File: config.mk
export PLATFORM = sky130hd
export DESIGN_NAME = frame_pinned_lru_entry_table_core
export DESIGN_NICKNAME = d
export VERILOG_FILES = /design/src/rtl/fplet_pkg.sv /design/src/rtl/fplet_ctrl.sv /design/src/rtl/fplet_dp.sv /design/src/rtl/frame_pinned_lru_entry_table_core.sv
export SDC_FILE = /design/constraint.sdc
export NUM_CORES = 1
export LEC_CHECK = 0
export BUFFER_PORTS_ARGS = -buffer_cell sky130_fd_sc_hd__buf_2
export CAP_MARGIN = 5
export CORE_MARGIN = 8
export CORE_UTILIZATION = 57
export DETAILED_ROUTE_END_ITERATION = 8
export GPL_ROUTABILITY_DRIVEN = 0
export PLACE_DENSITY = 0.79
export SLEW_MARGIN = 20
export SYNTH_ARGS = -nofsm -noshare
export SYNTH_HDL_FRONTEND = slang
export SYNTH_SLANG_ARGS = --single-unit
File: constraint.sdc
create_clock -name clk -period 8.1 [get_ports clk]
set_input_delay 1.62 -clock clk [delete_from_list [all_inputs] [get_ports clk]]
set_output_delay 1.62 -clock clk [all_outputs]
set_load 0.1 [all_outputs]
File: src/rtl/fplet_pkg.sv
// Shared types and constants for the frame-pinned LRU entry table.
// Used by the controller, the datapath and the top level.
`default_nettype none

package fplet_pkg;

	localparam int ENTRIES = 16;
	localparam int IDX_W   = (ENTRIES > 1) ? $clog2(ENTRIES) : 1;
	localparam int KEY_W   = 32;
	localparam int FRAME_W = 32;
	localparam int SLOT_W  = 4;
	localparam int STAT_W  = 3;
	localparam int KIND_W  = 2;
	localparam int OUT_W   = STAT_W + SLOT_W + KEY_W + 1;

	typedef enum logic [KIND_W-1:0] {
		KIND_ACCESS  = 2'd0,
		KIND_ADVANCE = 2'd1,
		KIND_FLUSH   = 2'd2,
		KIND_NONE    = 2'd3
	} kind_t;

	typedef enum logic [STAT_W-1:0] {
		ST_HIT     = 3'd0,
		ST_ALLOC   = 3'd1,
		ST_EVICT   = 3'd2,
		ST_REFUSED = 3'd3,
		ST_ACK     = 3'd4
	} status_t;

	typedef struct packed {
		logic capture;
		logic step;
		logic commit;
	} dp_cmd_t;

	typedef struct packed {
		logic  is_access;
		logic  scan_last;
		logic  out_free;
	} dp_stat_t;

endpackage

`default_nettype wire

File: src/rtl/fplet_ctrl.sv
// Sequencer for the entry table: capture, scan the slots for an access, commit.
// Depends on fplet_pkg for the command and status structs.
`default_nettype none

module fplet_ctrl (
	input  wire logic               clk,
	input  wire logic               arst_n,
	input  wire logic               in_valid,
	output logic                    in_ready,
	input  wire fplet_pkg::dp_stat_t stat,
	output fplet_pkg::dp_cmd_t      cmd
);
	import fplet_pkg::*;

	typedef enum logic [2:0] {
		S_IDLE   = 3'b001,
		S_SCAN   = 3'b010,
		S_COMMIT = 3'b100
	} state_t;

	state_t state_q, state_d;

	always_comb begin
		state_d    = state_q;
		in_ready   = 1'b0;
		cmd        = '0;
		unique case (state_q)
			S_IDLE: begin
				in_ready = 1'b1;
				if (in_valid) begin
					cmd.capture = 1'b1;
					state_d     = S_SCAN;
				end
			end
			S_SCAN: begin
				if (!stat.is_access) begin
					state_d = S_COMMIT;
				end else begin
					cmd.step = 1'b1;
					if (stat.scan_last) state_d = S_COMMIT;
				end
			end
			S_COMMIT: begin
				if (stat.out_free) begin
					cmd.commit = 1'b1;
					state_d    = S_IDLE;
				end
			end
			default: state_d = S_IDLE;
		endcase
	end

	always_ff @(posedge clk or negedge arst_n) begin
		if (!arst_n) state_q <= S_IDLE;
		else         state_q <= state_d;
	end

endmodule

`default_nettype wire

File: src/rtl/fplet_dp.sv
// Datapath: key and stamp stores, occupancy bits, frame counter, scan
// trackers and the result register. Depends on fplet_pkg.
`default_nettype none

module fplet_dp (
	input  wire logic                            clk,
	input  wire logic                            arst_n,
	input  wire fplet_pkg::dp_cmd_t              cmd,
	output fplet_pkg::dp_stat_t                  stat,
	input  wire logic [fplet_pkg::KIND_W-1:0]    in_kind,
	input  wire logic [fplet_pkg::KEY_W-1:0]     in_key,
	output logic                                 out_valid,
	input  wire logic                            out_ready,
	output logic [fplet_pkg::OUT_W-1:0]          out_word
);
	import fplet_pkg::*;

	logic [KEY_W-1:0]   keys_q   [ENTRIES];
	logic [FRAME_W-1:0] stamps_q [ENTRIES];
	logic [ENTRIES-1:0] occ_q;
	logic [FRAME_W-1:0] frame_q;

	kind_t            kind_q;
	logic [KEY_W-1:0] key_q;
	logic [IDX_W-1:0] idx_q;

	logic             hit_q, free_q, vic_q;
	logic [IDX_W-1:0] hit_slot_q, free_slot_q, vic_slot_q;
	logic [FRAME_W-1:0] vic_stamp_q;
	logic [KEY_W-1:0] vic_key_q;

	logic             out_vld_q;
	status_t          res_status_q;
	logic [SLOT_W-1:0] res_slot_q;
	logic [KEY_W-1:0] res_evkey_q;
	logic             res_ev_q;

	logic             cur_occ;
	logic [KEY_W-1:0] cur_key;
	logic [FRAME_W-1:0] cur_stamp;
	logic             vic_take;

	logic             wr_en;
	logic [IDX_W-1:0] wr_idx;
	status_t          nxt_status;
	logic [IDX_W-1:0] nxt_slot;
	logic [IDX_W+SLOT_W-1:0] slot_ext;

	assign cur_occ   = occ_q[idx_q];
	assign cur_key   = keys_q[idx_q];
	assign cur_stamp = stamps_q[idx_q];
	assign vic_take  = cur_occ && (cur_stamp < frame_q) && (!vic_q || cur_stamp < vic_stamp_q);

	assign stat.is_access = (kind_q == KIND_ACCESS);
	assign stat.scan_last = (idx_q == IDX_W'(ENTRIES - 1));
	assign stat.out_free  = !out_vld_q || out_ready;

	always_comb begin
		wr_en      = 1'b0;
		wr_idx     = '0;
		nxt_slot   = '0;
		nxt_status = ST_ACK;
		if (kind_q == KIND_ACCESS) begin
			priority if (hit_q) begin
				nxt_status = ST_HIT;
				nxt_slot   = hit_slot_q;
				wr_en      = 1'b1;
				wr_idx     = hit_slot_q;
			end else if (free_q) begin
				nxt_status = ST_ALLOC;
				nxt_slot   = free_slot_q;
				wr_en      = 1'b1;
				wr_idx     = free_slot_q;
			end else if (vic_q) begin
				nxt_status = ST_EVICT;
				nxt_slot   = vic_slot_q;
				wr_en      = 1'b1;
				wr_idx     = vic_slot_q;
			end else begin
				nxt_status = ST_REFUSED;
			end
		end
	end

	assign slot_ext = {{SLOT_W{1'b0}}, nxt_slot};

	// store writes: key stays the same on a hit, so rewrite it unconditionally
	always_ff @(posedge clk) begin
		if (cmd.commit && wr_en) begin
			keys_q[wr_idx]   <= key_q;
			stamps_q[wr_idx] <= frame_q;
		end
	end

	always_ff @(posedge clk) begin
		if (cmd.capture) begin
			kind_q <= kind_t'(in_kind);
			key_q  <= in_key;
		end
		if (cmd.step) begin
			if (cur_occ && cur_key == key_q && !hit_q) hit_slot_q <= idx_q;
			if (!cur_occ && !free_q) free_slot_q <= idx_q;
			if (vic_take) begin
				vic_slot_q  <= idx_q;
				vic_stamp_q <= cur_stamp;
				vic_key_q   <= cur_key;
			end
		end
		if (cmd.commit) begin
			res_status_q <= nxt_status;
			res_slot_q   <= slot_ext[SLOT_W-1:0];
			res_evkey_q  <= (nxt_status == ST_EVICT) ? vic_key_q : '0;
			res_ev_q     <= (nxt_status == ST_EVICT);
		end
	end

	always_ff @(posedge clk or negedge arst_n) begin
		if (!arst_n) begin
			occ_q     <= '0;
			frame_q   <= '0;
			idx_q     <= '0;
			hit_q     <= 1'b0;
			free_q    <= 1'b0;
			vic_q     <= 1'b0;
			out_vld_q <= 1'b0;
		end else begin
			if (cmd.capture) begin
				idx_q  <= '0;
				hit_q  <= 1'b0;
				free_q <= 1'b0;
				vic_q  <= 1'b0;
			end
			if (cmd.step) begin
				if (!stat.scan_last) idx_q <= idx_q + 1'b1;
				if (cur_occ && cur_key == key_q) hit_q <= 1'b1;
				if (!cur_occ) free_q <= 1'b1;
				if (vic_take) vic_q <= 1'b1;
			end
			if (cmd.commit) begin
				out_vld_q <= 1'b1;
			end else if (out_ready) begin
				out_vld_q <= 1'b0;
			end
			if (cmd.commit) begin
				unique case (kind_q)
					KIND_ACCESS: begin
						if (!hit_q && free_q) occ_q[free_slot_q] <= 1'b1;
					end
					KIND_ADVANCE: begin
						if (frame_q != '1) frame_q <= frame_q + 1'b1;
					end
					KIND_FLUSH: begin
						occ_q   <= '0;
						frame_q <= '0;
					end
					KIND_NONE: ;
				endcase
			end
		end
	end

	assign out_valid = out_vld_q;
	assign out_word  = {res_ev_q, res_evkey_q, res_slot_q, res_status_q};

endmodule

`default_nettype wire

File: src/rtl/frame_pinned_lru_entry_table_core.sv
// Top level of the frame-pinned LRU entry table: stream ports around the
// sequencer (fplet_ctrl) and the datapath (fplet_dp). Depends on fplet_pkg.
//
// One word in gives one word out. The accepting edge captures the word; for
// an access the scan then visits each slot in turn to find a hit, the lowest
// free slot and the oldest stamp below the current frame, and the commit state
// registers the result. Advance, flush and unknown kinds skip the scan and go
// straight to commit. The next word is accepted in the cycle after commit,
// while the result still waits in the output register, so no new word is
// taken while one is in the scan or commit states. A result still waiting at
// the next commit holds that commit, and with it the input.
`default_nettype none

module frame_pinned_lru_entry_table_core (
	input  wire logic        clk,
	input  wire logic        arst_n,
	input  wire logic        s_tvalid,
	output logic             s_tready,
	input  wire logic [31:0] s_tdata,   // key[31:0]
	input  wire logic [1:0]  s_tuser,   // kind[1:0]
	output logic             m_tvalid,
	input  wire logic        m_tready,
	output logic [39:0]      m_tdata    // status[2:0] slot[6:3] evicted_key[38:7] evicted[39]
);
	import fplet_pkg::*;

	dp_cmd_t  cmd;
	dp_stat_t stat;

	fplet_ctrl u_ctrl (
		.clk      (clk),
		.arst_n   (arst_n),
		.in_valid (s_tvalid),
		.in_ready (s_tready),
		.stat     (stat),
		.cmd      (cmd)
	);

	fplet_dp u_dp (
		.clk       (clk),
		.arst_n    (arst_n),
		.cmd       (cmd),
		.stat      (stat),
		.in_kind   (s_tuser),
		.in_key    (s_tdata),
		.out_valid (m_tvalid),
		.out_ready (m_tready),
		.out_word  (m_tdata)
	);

endmodule

`default_nettype wire

==> flow_summary.toml <==
[status]
outcome = "complete, no violations"

[setup_path]
series_of_cell_instances_along_the_critical_path = "buf_4 > mux4_2 > mux4_2 > ha_1 > a21oi_1 > nor2b_1 > o21ai_0 > o21ai_0 > o31ai_1 > o211ai_1 > a21o_1 > a21oi_4 > buf_12"
crit_slowest_cell = "sky130_fd_sc_hd__dfrtp_4"
cp_slowest_stage_delay_ns = 1.04
worst-r2r-cell-count = 13
reg2reg_to = "u_dp.vic_key_q[4]"
critical_path_arrival_ns = 6.26
path_delay_family = "compound AO/OA/AOI/OAI gates"
critical_path_required_ns = 8.43
critPathCaptureType = "flop"
crit_type = "reg -> reg"
worst-r2r-setup-slack_ns = 2.17
path_buf_inv = 2
crit-reg2reg-launch = "u_dp.idx_q[1]"
critical_path.startpoint_type = "flop"
worstPathMaxFanout = 66

[clock_tree]
htreeDepth = 3
cts-resized-gates = 0
cts_setup_buffers = 0
root_buffer = "sky130_fd_sc_hd__clkbuf_16"
cts_tree = "built"
post_cts_hold_buffer_count = 0
cts_num_sinks = 1233
clk_latency_ns = 0.70
clk_pin_slew_worst_paths_ns = 0.06
ctsLongestPathBuffers = 3
cts_buffers = 117

[finish]
fin_cells = 3898
antenna_cells_inserted = 0
utilization_pct = 64.1
fin_nets = 2744
final_layout_size_suffix_gt1_share_pct = 23.3
area_growth_pct = 11.7

[pwr]
cell_internal_pwr_uw = 11900
p_seq_share_pct = 50.2
pwr_cell_area_nw_per_um2 = 288
leakage_dissipation_uw = 0.0180
irDropWorstVdd_mv = 0.208
comb_power_share_pct = 14.7
total_power_consumption_of_the_routed_design_uw = 16000
swShare_pct = 25.7
switchingPower_uw = 4110
clockPowerShare_pct = 35.2

[timing]
crit_share_post_route_pct = 73.2
max_slew_headroom_pct = 14.8
final_hold_viol_count = 0
tns_ns = 0
setup_repair_after_global_routing_missed_its_margin = "no"
timing_max_transition_violations_final = 0
tightest_slew_ns = 1.25
maxClockFrequency_ghz = 0.169
setup_violations = 0
finalWorstPathRequiredPeriod_ns = 5.93
skew_ns = 0.0311

[grt]
first_global_vias = 26600
grt_overflow = 0
wire_length_of_the_first_global_routing_pass_um = 175000
grt_antenna_before_repair = 7
maximum_number_of_pins_on_one_net_before_global_route_repair = 96
globalRouteTotalUtil_pct = 24.2

[die]
placementRows = 108
num_io_pins = 80
fp.dieH_um = 311
fp.dieArea_um2 = 96900
floorplan.initialDensity_pct = 57.4
coreArea_um2 = 86600
floorplan.die.width_um = 311

[detailed_routing]
wl_per_cell_um = 30.4
detail_route.drc_violations = 0
postRouteAntennaNets = 0
vias = 25900
number_of_iterations_in_the_first_detailed_routing_pass = 8
wirelength_um = 119000
route.detailed.vias_per_inst = 6.65
drt_iter0_markers = 3020

[yosys]
synth-simple-area-share_pct = 3.49
ys_types = 72
yosysMostFrequentCell = "sky130_fd_sc_hd__edfxtp_1"
syn_inst = 2507
ys_ff_latch = 1233
synth_area_leaders = "sky130_fd_sc_hd__edfxtp_1 (71%), sky130_fd_sc_hd__mux4_2 (12%), sky130_fd_sc_hd__dfrtp_1 (2.9%), sky130_fd_sc_hd__ha_1 (1.6%), sky130_fd_sc_hd__mux2i_1 (1.4%)"
post_synth_mux_area_share_pct = 15.0
synth_top_family_by_area = "multiplexers"
share_of_the_synthesized_area_in_compound_gates_ao_oa_aoi_oai_pct = 3.19
synthesis.area_per_instance_um2 = 19.8
synth_flop_cell = "sky130_fd_sc_hd__edfxtp_1"
yosys.area.top_type_share_pct = 70.9
share_of_synthesized_cell_area_in_full_adder_half_adder_and_majority_cells_pct = 1.61
postSynthNetCount = 2609
synthDominantAreaCellType = "sky130_fd_sc_hd__edfxtp_1"
post_synth_most_frequent_cells = "sky130_fd_sc_hd__edfxtp_1 (1174), sky130_fd_sc_hd__mux4_2 (271), sky130_fd_sc_hd__nor2_1 (108)"
ys_async_sr_fraction_pct = 4.79
yosysSeqAreaShare_pct = 73.9
synth_enable_flop_cells = 1174
yosys_warnings = 0
synthesis.area_um2 = 49700
xor_xnor_fraction_of_synth_area_pct = 0.811

[min_path]
hold-path-endpoint = "u_dp.occ_q[7]"
hold_path_depth = 2
hp-class = "reg -> reg"
worst_hold_startpoint = "u_dp.occ_q[7]"

[placement]
post-dp-hpwl_um = 65100
buffer_ports.inserted = 79
placed_cells_incl_taps = 3676

[run]
timing.max_cap.violations = 0
## per-stage QoR
| stage | worst slack (ns) | instance area (um2) | hold slack (ns) |
|---|---|---|---|
| final | 2.17 | 55500 | 0.498 |
| after global routing | 1.93 | 55500 | 0.545 |
| after CTS | 2.20 | 55500 | 0.499 |
| after detailed placement | 2.18 | 51500 | 0.485 |
| after global placement | 2.28 | 51500 | 0.470 |
| after floorplan | 0.171 | 49700 | 0.454 |
## cells by family after synthesis
| logic type | after synthesis |
|---|---|
| AOI/OAI and AO/OA | 228 |
| xor gates and xnor gates | 46 |
| adders and majority gates | 64 |
| buffers and inverters | 202 |
| DFF | 1233 |
| muxes | 381 |
| and+or+nand+nor | 353 |
## cell usage in the layout, fill, tap and decap left out, types with 19 or more instances in the layout
cell / instances
sky130_fd_sc_hd__mux2_2: 26
sky130_fd_sc_hd__nor2_1: 91
sky130_fd_sc_hd__nand3_1: 22
sky130_fd_sc_hd__buf_2: 79
sky130_fd_sc_hd__clkinv_2: 28
sky130_fd_sc_hd__xnor2_1: 42
sky130_fd_sc_hd__a21oi_1: 42
sky130_fd_sc_hd__ha_1: 64
sky130_fd_sc_hd__nand2_1: 70
sky130_fd_sc_hd__dfrtp_1: 54
sky130_fd_sc_hd__nand4_1: 27
sky130_fd_sc_hd__o22ai_1: 19
sky130_fd_sc_hd__and2_1: 39
sky130_fd_sc_hd__nor3_1: 25
sky130_fd_sc_hd__clkinv_1: 26
sky130_fd_sc_hd__edfxtp_1: 1174
sky130_fd_sc_hd__o21ai_0: 33
sky130_fd_sc_hd__buf_4: 36
sky130_fd_sc_hd__mux2i_1: 70
sky130_fd_sc_hd__clkbuf_16: 118
sky130_fd_sc_hd__inv_1: 86
sky130_fd_sc_hd__mux4_2: 271
sky130_fd_sc_hd__a21o_1: 28
## state kept, by name, indices dropped and copies added, names as in the netlist
signal	flops
u_dp.idx_q	4
u_dp.vic_key_q	32
u_dp.hit_slot_q	4
u_dp.out_valid	1
u_dp.res_slot_q	4
u_dp.res_evkey_q	32
u_dp.occ_q	16
u_dp.res_ev_q	1
u_dp.stamps_q	512
u_dp.keys_q	512
u_dp.hit_q	1
u_dp.free_slot_q	4
u_dp.free_q	1
u_ctrl.state_q	3
u_dp.vic_stamp_q	32
u_dp.res_status_q	3
u_dp.frame_q	32
u_dp.vic_q	1
u_dp.vic_slot_q	4
u_dp.key_q	32
u_dp.kind_q	2
## cell type report
class	count	area (um2)
inverter	91	344
fill	5472	31100
timing repair buffer	127	905
sequential	1233	36700
tap	1155	1450
multi-input combinational	1072	12100
clock inverter	81	901
clock buffer	139	3060
## tightest hold or removal path: stages (launching register included)
cell and delay (ns):
sky130_fd_sc_hd__dfrtp_1 0.34, sky130_fd_sc_hd__a31oi_1 0.05, sky130_fd_sc_hd__nor2_1 0.07
## worst max path at each step
stage	from	endpoint	slack [ns]	depth (start not counted)
after floorplan	u_dp.idx_q[0]	u_dp.vic_key_q[0]	0.17	17
after global placement	u_dp.idx_q[0]	u_dp.vic_key_q[30]	2.28	13
after detailed placement	u_dp.idx_q[0]	u_dp.vic_key_q[30]	2.18	13
after CTS	u_dp.idx_q[0]	u_dp.vic_key_q[28]	2.20	13
after global routing	u_dp.idx_q[0]	u_dp.vic_key_q[4]	1.93	13
final	u_dp.idx_q[1]	u_dp.vic_key_q[4]	2.17	13
## layer usage
layer	global-route usage [%]	wire length, um	share of wire [%]
met1	31.2	43100	36
met2	40.8	59800	50
met3	4.52	10600	9.0
met4	9.77	5110	4.3
met5	0	41	0.035
## power groups by stage
| stage | registers (uW) | logic [uW] | clock network, uW |
|---|---|---|---|
| after floorplan | 8000 | 1840 | 0 |
| after global placement | 8100 | 2270 | 0 |
| after detailed placement | 8150 | 2320 | 0 |
| after CTS | 8020 | 2350 | 5680 |
| after global routing | 8070 | 2510 | 5920 |
| final | 8030 | 2340 | 5620 |
No activity file was read; power rests on OpenSTA's default activity.
